[config.mk]
export PLATFORM = sky130hd
export DESIGN_NAME = best_fit_bin_packer_core
export DESIGN_NICKNAME = d
export VERILOG_FILES = /design/src/bfbp_pkg.sv /design/src/bfbp_cell.sv /design/src/best_fit_bin_packer_core.sv
export SDC_FILE = /design/constraint.sdc
export NUM_CORES = 2
export LEC_CHECK = 0
export ABC_AREA = 1
export BUFFER_PORTS_ARGS = -buffer_cell sky130_fd_sc_hd__buf_2
export CELL_PAD_IN_SITES_DETAIL_PLACEMENT = 1
export CELL_PAD_IN_SITES_GLOBAL_PLACEMENT = 1
export CORE_ASPECT_RATIO = 0.5
export CORE_UTILIZATION = 45
export CTS_CLUSTER_DIAMETER = 120
export DETAILED_ROUTE_END_ITERATION = 8
export MAX_ROUTING_LAYER = met4
export PLACE_DENSITY = 0.86
export SLEW_MARGIN = 15
export SYNTH_ARGS = -nofsm -noshare
export SYNTH_HDL_FRONTEND = slang
export SYNTH_SLANG_ARGS = --single-unit
[constraint.sdc]
create_clock -name clk -period 5.3 [get_ports clk]
set_input_delay 0.53 -clock clk [delete_from_list [all_inputs] [get_ports clk]]
set_output_delay 0.53 -clock clk [all_outputs]
set_load 0.005 [all_outputs]
[src/bfbp_pkg.sv]
`default_nettype none

package bfbp_pkg;

	// default sizing
	localparam int MAX_BINS_DEF    = 64;
	localparam int WEIGHT_BITS_DEF = 16;

	// port widths fixed by the interface
	localparam int CAP_W    = 16;
	localparam int ITEM_W   = 16;
	localparam int STATUS_W = 3;
	localparam int BIN_W    = 6;
	localparam int USED_W   = 7;

	localparam logic [CAP_W-1:0] CAP_RESET = 16'd10;

	typedef enum logic [STATUS_W-1:0] {
		ST_EXISTING = 3'd0,
		ST_NEW      = 3'd1,
		ST_ZERO     = 3'd2,
		ST_HEAVY    = 3'd3,
		ST_FULL     = 3'd4,
		ST_FAILED   = 3'd5
	} status_t;

endpackage

`default_nettype wire

[src/bfbp_cell.sv]
`default_nettype none

// One bin of the table: holds its room left and folds itself into the
// running best-fit candidate that travels down the chain.
module bfbp_cell #(
	parameter int CELL_IDX    = 0,
	parameter int MAX_BINS    = bfbp_pkg::MAX_BINS_DEF,
	parameter int WEIGHT_BITS = bfbp_pkg::WEIGHT_BITS_DEF,
	localparam int IDX_W      = $clog2(MAX_BINS),
	localparam int CNT_W      = $clog2(MAX_BINS + 1)
) (
	input  wire logic                   clk,
	input  wire logic                   arst_n,
	input  wire logic [WEIGHT_BITS-1:0] w,
	input  wire logic [CNT_W-1:0]       open_cnt,
	input  wire logic                   found_in,
	input  wire logic [WEIGHT_BITS-1:0] room_in,
	input  wire logic [IDX_W-1:0]       idx_in,
	input  wire logic                   upd_en,
	input  wire logic [IDX_W-1:0]       upd_idx,
	input  wire logic [WEIGHT_BITS-1:0] upd_room,
	output logic                        found_out,
	output logic [WEIGHT_BITS-1:0]      room_out,
	output logic [IDX_W-1:0]            idx_out
);

	logic [WEIGHT_BITS-1:0] room_q;
	logic                   opened;
	logic                   take;

	// bins open in the set form a prefix of the table
	assign opened = CNT_W'(CELL_IDX) < open_cnt;
	// strict compare keeps the lower index on a tie
	assign take   = opened && (room_q >= w) && (!found_in || (room_q < room_in));

	always_ff @(posedge clk) begin
		if (upd_en && (upd_idx == IDX_W'(CELL_IDX))) begin
			room_q <= upd_room;
		end
	end

	always_ff @(posedge clk or negedge arst_n) begin
		if (!arst_n) begin
			found_out <= 1'b0;
		end else begin
			found_out <= found_in || take;
		end
	end

	always_ff @(posedge clk) begin
		room_out <= take ? room_q : room_in;
		idx_out  <= take ? IDX_W'(CELL_IDX) : idx_in;
	end

endmodule

`default_nettype wire

[src/best_fit_bin_packer_core.sv]
`default_nettype none

// A rejected word (set failed, zero weight, too heavy) is answered from the idle
// state with a done strobe; a placed word first runs the scan and resolve states.
// A placed word holds busy high while the candidate walks the bin chain one cell
// per cycle, so no new word is taken until it is done; rejected words go 1/cycle.
// The receiver cannot stall: each result shows for exactly one cycle on done.
// Reset (arst_n low, async): no bins open, set not failed, capacity 10.
module best_fit_bin_packer_core #(
	parameter int MAX_BINS    = bfbp_pkg::MAX_BINS_DEF,
	parameter int WEIGHT_BITS = bfbp_pkg::WEIGHT_BITS_DEF,
	localparam int IDX_W      = $clog2(MAX_BINS),
	localparam int CNT_W      = $clog2(MAX_BINS + 1)
) (
	input  wire logic                          clk,
	input  wire logic                          arst_n,
	// command side
	input  wire logic                          start,
	output logic                               busy,
	input  wire logic [bfbp_pkg::ITEM_W-1:0]   item_weight,
	input  wire logic                          last_item,
	// capacity register
	input  wire logic                          cfg_we,
	input  wire logic [bfbp_pkg::CAP_W-1:0]    cfg_data,
	// result side
	output logic                               done,
	output logic [bfbp_pkg::STATUS_W-1:0]      status,
	output logic [bfbp_pkg::BIN_W-1:0]         bin_index,
	output logic [bfbp_pkg::USED_W-1:0]        bins_used,
	output logic                               set_done
);

	typedef enum logic [2:0] {
		S_IDLE    = 3'b001,
		S_SCAN    = 3'b010,
		S_RESOLVE = 3'b100
	} state_t;

	state_t                        state_q;
	logic [bfbp_pkg::CAP_W-1:0]    cap_q;
	logic [CNT_W-1:0]              open_q;
	logic                          failed_q;
	logic [IDX_W-1:0]              cnt_q;
	logic [WEIGHT_BITS-1:0]        w_q;
	logic                          last_q;

	// result word registers
	logic                          done_q;
	bfbp_pkg::status_t             status_q;
	logic [bfbp_pkg::BIN_W-1:0]    bin_q;
	logic [bfbp_pkg::USED_W-1:0]   used_q;
	logic                          set_done_q;

	logic [WEIGHT_BITS-1:0]        w_in;
	logic [WEIGHT_BITS-1:0]        cap_w;
	logic                          table_full;

	// candidate chain: entry 0 is the empty candidate fed to the first cell,
	// entry MAX_BINS is what leaves the last cell
	logic                          found_ch [MAX_BINS+1];
	logic [WEIGHT_BITS-1:0]        room_ch  [MAX_BINS+1];
	logic [IDX_W-1:0]              idx_ch   [MAX_BINS+1];

	// update broadcast to the cells in the resolve cycle
	logic                          upd_en;
	logic [IDX_W-1:0]              upd_idx;
	logic [WEIGHT_BITS-1:0]        upd_room;

	assign w_in       = WEIGHT_BITS'(item_weight);
	assign cap_w      = WEIGHT_BITS'(cap_q);
	assign table_full = (open_q == CNT_W'(MAX_BINS));

	assign found_ch[0] = 1'b0;
	assign room_ch[0]  = '0;
	assign idx_ch[0]   = '0;

	// Every cell recomputes each cycle; with the weight and table held still
	// during the scan, the last cell's output has settled by the resolve state.
	for (genvar k = 0; k < MAX_BINS; k++) begin : g_cell
		bfbp_cell #(
			.CELL_IDX    (k),
			.MAX_BINS    (MAX_BINS),
			.WEIGHT_BITS (WEIGHT_BITS)
		) u_cell (
			.clk       (clk),
			.arst_n    (arst_n),
			.w         (w_q),
			.open_cnt  (open_q),
			.found_in  (found_ch[k]),
			.room_in   (room_ch[k]),
			.idx_in    (idx_ch[k]),
			.upd_en    (upd_en),
			.upd_idx   (upd_idx),
			.upd_room  (upd_room),
			.found_out (found_ch[k+1]),
			.room_out  (room_ch[k+1]),
			.idx_out   (idx_ch[k+1])
		);
	end

	// Placing in an existing bin uses the room the chain carried out with the
	// winner; a new bin starts from the capacity.
	always_comb begin
		upd_en   = (state_q == S_RESOLVE) && (found_ch[MAX_BINS] || !table_full);
		upd_idx  = found_ch[MAX_BINS] ? idx_ch[MAX_BINS] : IDX_W'(open_q);
		upd_room = found_ch[MAX_BINS] ? (room_ch[MAX_BINS] - w_q) : (cap_w - w_q);
	end

	always_ff @(posedge clk or negedge arst_n) begin
		if (!arst_n) begin
			state_q  <= S_IDLE;
			cap_q    <= bfbp_pkg::CAP_RESET;
			open_q   <= '0;
			failed_q <= 1'b0;
			cnt_q    <= '0;
			done_q   <= 1'b0;
		end else begin
			done_q <= 1'b0;
			if (cfg_we) begin
				cap_q <= cfg_data;
			end
			unique case (state_q)
				S_IDLE: begin
					if (start) begin
						cnt_q <= '0;
						// rejects are answered straight away; bins stay as they are unless the set closes
						priority if (failed_q) begin
							done_q <= 1'b1;
						end else if (w_in == '0) begin
							done_q   <= 1'b1;
							failed_q <= 1'b1;
						end else if (w_in > cap_w) begin
							done_q   <= 1'b1;
							failed_q <= 1'b1;
						end else begin
							state_q <= S_SCAN;
						end
						// end of set wins over any failure just recorded
						if (last_item && (failed_q || (w_in == '0) || (w_in > cap_w))) begin
							open_q   <= '0;
							failed_q <= 1'b0;
						end
					end
				end
				S_SCAN: begin
					cnt_q <= cnt_q + IDX_W'(1);
					if (cnt_q == IDX_W'(MAX_BINS - 1)) begin
						state_q <= S_RESOLVE;
					end
				end
				S_RESOLVE: begin
					state_q <= S_IDLE;
					done_q  <= 1'b1;
					if (!found_ch[MAX_BINS]) begin
						if (table_full) begin
							failed_q <= 1'b1;
						end else begin
							open_q <= open_q + CNT_W'(1);
						end
					end
					if (last_q) begin
						open_q   <= '0;
						failed_q <= 1'b0;
					end
				end
				default: begin
					state_q <= S_IDLE;
				end
			endcase
		end
	end

	// payload side of the result word and the latched command
	always_ff @(posedge clk) begin
		unique case (state_q)
			S_IDLE: begin
				if (start) begin
					w_q        <= w_in;
					last_q     <= last_item;
					bin_q      <= '0;
					used_q     <= bfbp_pkg::USED_W'(open_q);
					set_done_q <= last_item;
					priority if (failed_q) begin
						status_q <= bfbp_pkg::ST_FAILED;
					end else if (w_in == '0) begin
						status_q <= bfbp_pkg::ST_ZERO;
					end else begin
						status_q <= bfbp_pkg::ST_HEAVY;
					end
				end
			end
			S_RESOLVE: begin
				set_done_q <= last_q;
				priority if (found_ch[MAX_BINS]) begin
					status_q <= bfbp_pkg::ST_EXISTING;
					bin_q    <= bfbp_pkg::BIN_W'(idx_ch[MAX_BINS]);
					used_q   <= bfbp_pkg::USED_W'(open_q);
				end else if (table_full) begin
					status_q <= bfbp_pkg::ST_FULL;
					bin_q    <= '0;
					used_q   <= bfbp_pkg::USED_W'(open_q);
				end else begin
					status_q <= bfbp_pkg::ST_NEW;
					bin_q    <= bfbp_pkg::BIN_W'(open_q);
					used_q   <= bfbp_pkg::USED_W'(open_q + CNT_W'(1));
				end
			end
			default: begin
			end
		endcase
	end

	assign busy      = (state_q != S_IDLE);
	assign done      = done_q;
	assign status    = status_q;
	assign bin_index = bin_q;
	assign bins_used = used_q;
	assign set_done  = set_done_q;

endmodule

`default_nettype wire

[Word-level counts from Yosys, hierarchy flattened]
Cells that the tools add are included.
W data, S select, Z words.
Word-level totals
  output and inout port bits: 19
  input port bits: 37
  word-level logic and storage cells: 1039
  bits in registers: 2501
Operators by class
  muxes and demuxes: 103
  reductions and logical operators: 396
  order comparisons: 192
  equality and inequality tests: 77
  add/subtract/negate cells: 4
Operator list (count)
  $ge A16 B16 Y1: 64
  $mux W16: 64
  $lt A16 B16 Y1: 63
  $lt A6 B7 Y1 const A: 32
  $eq A6 B6 Y1 const B: 33
  $logic_and A1 B1 Y1: 193
  $logic_or A1 B1 Y1: 129
  $lt A5 B7 Y1 const A: 16
  $eq A6 B5 Y1 const B: 16
  $logic_not A1 Y1: 64
  $lt A4 B7 Y1 const A: 8
  $eq A6 B4 Y1 const B: 8
  $mux W7: 6
  $sub A16 B16 Y16: 2
  $lt A3 B7 Y1 const A: 4
  $pmux W7 S2: 2
  $mux W3: 9
  $eq A6 B3 Y1 const B: 4
  $mux W6: 4
  $pmux W6 S2: 2
  $gt A16 B16 Y1: 1
  $logic_not A16 Y1: 1
  $lt A1 B7 Y1 const A: 2
  $lt A2 B7 Y1 const A: 2
  20 further kinds: 43

[Longest topological paths before layout]
  depth after elaboration: 7
  mapped depth: 18

[Worst setup path before layout]
OpenSTA, ideal clock, no wires.
  path type: reg2reg
  start: register w_q[0]
  end: register g_cell[0].u_cell.room_q[12], data pin
  buffers on the path: 0
  arrival time: 4619 ps
  stages on the path, launching flop included: 10
  data required time: 4764 ps
  slack: 145 ps
  path through: edfxtp_1 > ha_1 > fa_1 > o21ai_0 > a21boi_0 > inv_1 > a21o_1 > nand2_1 > nand2_1 > xor2_1
Between the ends
  cells in the longest elaborated chain, start to end: 2
  elaborated cells on any way between the ends: 3
  classes of those cells: add/sub (2); mux (1)
Ends and longest elaborated chain
  from (decl): line best_fit_bin_packer_core.sv:44  | logic [WEIGHT_BITS-1:0] w_q;
  from (signal assigned): line best_fit_bin_packer_core.sv:178  | w_q <= w_in;
  $sub A16 B16 Y16: line best_fit_bin_packer_core.sv:106  | upd_room = found_ch[MAX_BINS] ? (room_ch[MAX_BINS] - w_q) : (cap_w - w_q);
  $mux W16 (*): line best_fit_bin_packer_core.sv:106
  named net g_cell[0].u_cell.upd_room[12]: line bfbp_cell.sv:21  | input wire logic [WEIGHT_BITS-1:0] upd_room,
  to (signal assigned): line bfbp_cell.sv:38  | room_q <= upd_room;
  to (decl): line bfbp_cell.sv:27  | logic [WEIGHT_BITS-1:0] room_q;
Mark *: on every way through the listed nets, which the timed path passes. The rest lies on a longest branch.
A chain may end at the register's enable or synchronous reset.

[Worst setup path after layout]
  start: register open_q[2]
  end: register g_cell[38].u_cell.room_out[2]
Between the ends
  cells in the longest elaborated chain, start to end: 4
Ends and longest elaborated chain
  from (decl): line best_fit_bin_packer_core.sv:41  | logic [CNT_W-1:0] open_q;
  from (signal assigned): line best_fit_bin_packer_core.sv:158  | open_q <= open_q + CNT_W'(1);
  $lt A6 B7 Y1: line bfbp_cell.sv:32  | assign opened = CNT_W'(CELL_IDX) < open_cnt;
  $logic_and A1 B1 Y1 (2 in series): line bfbp_cell.sv:34  | assign take = opened && (room_q >= w) && (!found_in || (room_q < room_in));
  $mux W16: line bfbp_cell.sv:51  | room_out <= take ? room_q : room_in;
  to (signal assigned): line bfbp_cell.sv:51
  to (decl): line bfbp_cell.sv:23  | output logic [WEIGHT_BITS-1:0] room_out,
Every way passes these cells.

==> results by group <==
Placed design
  – Placer Congestion: around 0.93
  – Setup WS pre-CTS: 1.05 ns
  – Detail Placement HPWL: 298 mm
  – Port Buffers: 55
  – DP Area: 132000 sq um

Logic synthesis
  – Primary FF master, synth: dfxtp_1
  – Post-synth ARST share: 3.92%
  – Synth Area in Simple Gates: 18.7%
  – Seq/Total Area, Yosys: 48.3%
  – Post-synthesis mux area share: 0%
  – Ys Warns: 0
  – Register bit count reported by yosys: roughly 2500
  – Top-count cell post-synth: nand2_1
  – Synth Area in Compound Gates: 7.58%
  – Post-synth EDFFs: 1058
  – Synth Area in XOR/XNOR: 0.131%
  – Mapped cell area: 127000 sq um
  – Synth area leaders: edfxtp_1 (25%), dfxtp_1 (21%), ha_1 (20%), nand2_1 (14%), a21oi_1 (4.5%)
  – Synth Area in Adders: between 15 and 20%
  – Largest family of logic cells by synthesized area: adder cells
  – Syn nets: 16000
  – Synth top cells by count: nand2_1 (4608), ha_1 (2004), inv_1 (1508)
  – Synth cell types: 46
  – Syn Area/Cell: 9.06 sq um
  – Post-synth top area share: 25.1%
  – Mapped Cells: 14000
  – Largest area contributor in the netlist: edfxtp_1

Setup path
  – Cell Chain, Critical Path: nand2_1 -> nor2_2 -> inv_2 -> o21ai_1 -> nand2_1 -> a21oi_2 -> nand2_1 -> nand2_1
  – Required time of the worst setup path: roughly 6.2 ns
  – Crit path largest cell delay: between 0.8 and 0.9 ns
  – Bufs and invs on worst path: 1
  – Crit. End Element: flip-flop
  – Crit Path Category: reg -> reg
  – Max FO, Critical Path: 21
  – CP top delay family: simple AND/OR/NAND/NOR gates
  – Most used cell, CP: nand2_1
  – WP data arrival: 5.39 ns
  – Startpoint Class: flip-flop
  – Slowest cell on crit path: a21oi_2

Global route
  – Largest net degree at the start of global routing: 65
  – First-pass GRT wire length: about 650 mm
  – Initial antenna violation count: 28
  – Vias in the first global route: 111000
  – Grt ovf: 0
  – Total track usage: around 30%

Clocking
  – CTS tree: done
  – CTS buffer count: 231
  – CTS max path bufs: 4
  – Depth of the CTS H-tree: 4
  – Clk sinks: 2501
  – CTS root buf: clkbuf_16
  – Clock slew at reported path FFs: 0.07 ns
  – Number of setup buffers added after CTS: 0
  – Worst skew pair latency: about 0.96 ns

Pwr
  – P_leak: 64.7 nW
  – Switching Share: 40.4%
  – Sw Pwr: 31.1 mW
  – Clock power frac: roughly 23%
  – Comb pwr share: 36.3%
  – Flop pwr share: around two fifths
  – PwrDens: 549 nW/um^2
  – Final Power: 77.2 mW
  – Peak supply drop: ~0.0015 V
  – Internal power: 46.0 mW

Die
  – Die ar.: about 280000 sq um
  – Die height: 377 um
  – Rows: about 140
  – Core Region: roughly 280000 sq um
  – Initial Util: 45.4%
  – Die Width: 753 um
  – Boundary pin count: 56

Routing
  – ANT nets after route: 0
  – Drt drc: 0
  – Vias per std cell: 5.64
  – WL final: roughly 430 mm
  – Routed vias: 103000
  – Wirelength per Cell: 23.5 um
  – DR iter-0 viols: 8527
  – Drt first pass iters: 6

Cells and area
  – Proportion of layout cells with a drive suffix above 1: ~6.5%
  – Area added between synthesis and finish: 10.9%
  – Final instance area: 141000 sq um
  – Fillers: 32100
  – Fin nets: approximately 16000
  – Final Core Density: 50.3%

STA
  – Crit path time final: around 4.5 ns
  – Clk_skew: 0.143 ns
  – Rel. slew slack: 18.3%
  – Fin crit share: 85.7%
  – Slew Limit Fails: 0
  – Final setup viols: 0
  – RSZ-0062 raised after global routing: false
  – Setup TNS: 0 ns
  – Worst-Margin Slew: 1.22 ns
  – Max Fclk: 220 MHz
  – Final hold vios: 0
  – Worst setup margin: between 0.7 and 0.8 ns

Hold path
  – Hold Path Class: in -> reg

Run status
  – Status: completed

Run
  – Maxcap violations: 0
-- state kept, by name, summed over array words and instances (netlist names), 7 cells and up --
| name | count |
|---|---|
| bins_used | 7 |
| cap_q | 16 |
| g_cell.u_cell.found_out | 64 |
| g_cell.u_cell.idx_out | 321 |
| g_cell.u_cell.room_out | 1024 |
| g_cell.u_cell.room_q | 1024 |
| open_q | 7 |
| w_q | 16 |
-- worst paths after layout --
path	start	slack, ns	cells after the start	to
worst max-delay path	open_q[2]$_DFFE_PN0P_	0.76	8	g_cell[38].u_cell.room_out[2]$_DFF_P_
worst min-delay path	cfg_we	0.1	3	cap_q[5]$_DFFE_PN0P_
worst max register to register	open_q[2]$_DFFE_PN0P_	0.76	8	g_cell[38].u_cell.room_out[2]$_DFF_P_
worst min register to register	g_cell[38].u_cell.idx_out[3]$_SDFF_PP0_	0.35	2	g_cell[39].u_cell.idx_out[3]$_SDFF_PP0_
max in group asynchronous	arst_n	3.55	3	g_cell[19].u_cell.found_out$_DFF_PN0_
min in group asynchronous	arst_n	0.22	2	cap_q[10]$_DFFE_PN0P_
-- final cells by class --
class | count | area [sq um] | area share [%]
multi-input combinational | 9728 | 58800 | 41.9
clock inverter | 82 | 772 | 0.549
timing repair buffer | 267 | 2190 | 1.55
sequential | 2501 | 61200 | 43.5
tap | 3753 | 4700 | 3.34
antenna | 18 | 45.0 | 0.0320
inverter | 1549 | 5900 | 4.19
clock buffer | 345 | 7000 | 4.98
-- timing repair --
action | in CTS | in global routing
endpoints found under the hold margin | 82 | 0
hold buffers | 35 | 0
gates resized for setup | 0 | 0
setup endpoints to repair | 0 | 0
-- power by group through the flow --
stage	clock network, mW	logic (mW)	registers [mW]
3_5_place_dp	0	26.7	31.7
5_1_grt	18.4	30.1	31.9
6_report	17.6	28.0	31.6
4_1_cts	17.6	27.4	31.4
3_3_place_gp	0	24.6	31.6
2_1_floorplan	0	14.4	30.5
-- logic make-up (layout without fill, tap and decap cells) --
logic type | after synthesis | count (layout)
xor gates and xnor gates | 19 | 19
DFF | 2501 | 2501
buffers and inverters | 1753 | 2243
and+or+nand+nor | 5884 | 5884
AOI/OAI and AO/OA | 1820 | 1820
adders and majority gates | 2005 | 2005
other | 0 | 18
-- cell usage in the layout (no fill, tap or decap), types with 58 or more instances in the layout --
| master | n |
|---|---|
| o21a_1 | 67 |
| edfxtp_1 | 1058 |
| dfrtp_1 | 95 |
| ha_1 | 2004 |
| inv_1 | 1491 |
| nand3_1 | 228 |
| or2_2 | 176 |
| or2_1 | 58 |
| nor4_1 | 125 |
| a211oi_1 | 65 |
| clkbuf_16 | 249 |
| nor2_1 | 536 |
| a21oi_1 | 1123 |
| buf_4 | 159 |
| nand2_1 | 4607 |
| nor3_1 | 61 |
| o21ai_0 | 501 |
| dfxtp_1 | 1345 |
-- per-layer routing --
layer	up-vias	wire length [um]	global-route usage [%]
li1	46800	-	-
met1	50800	174000	37.0
met2	3979	199000	49.9
met3	1335	32800	4.45
met4	0	23400	14.4
met5	-	0	-
-- worst min-delay path: cells and delay by family --
family	cells	cell delay (ns)
buffers and inverters	1	0.28
and+or+nand+nor	1	0.12
AOI/OAI and AO/OA	1	0.07
-- stage by stage --
stage,std cells,hold WS [ns]
2_1_floorplan,14000,0.234
3_3_place_gp,17800,0.389
3_5_place_dp,17800,0.398
4_1_cts,18200,0.0678
5_1_grt,18200,0.132
6_report,18200,0.0994
(Power assumes the default switching activity.)
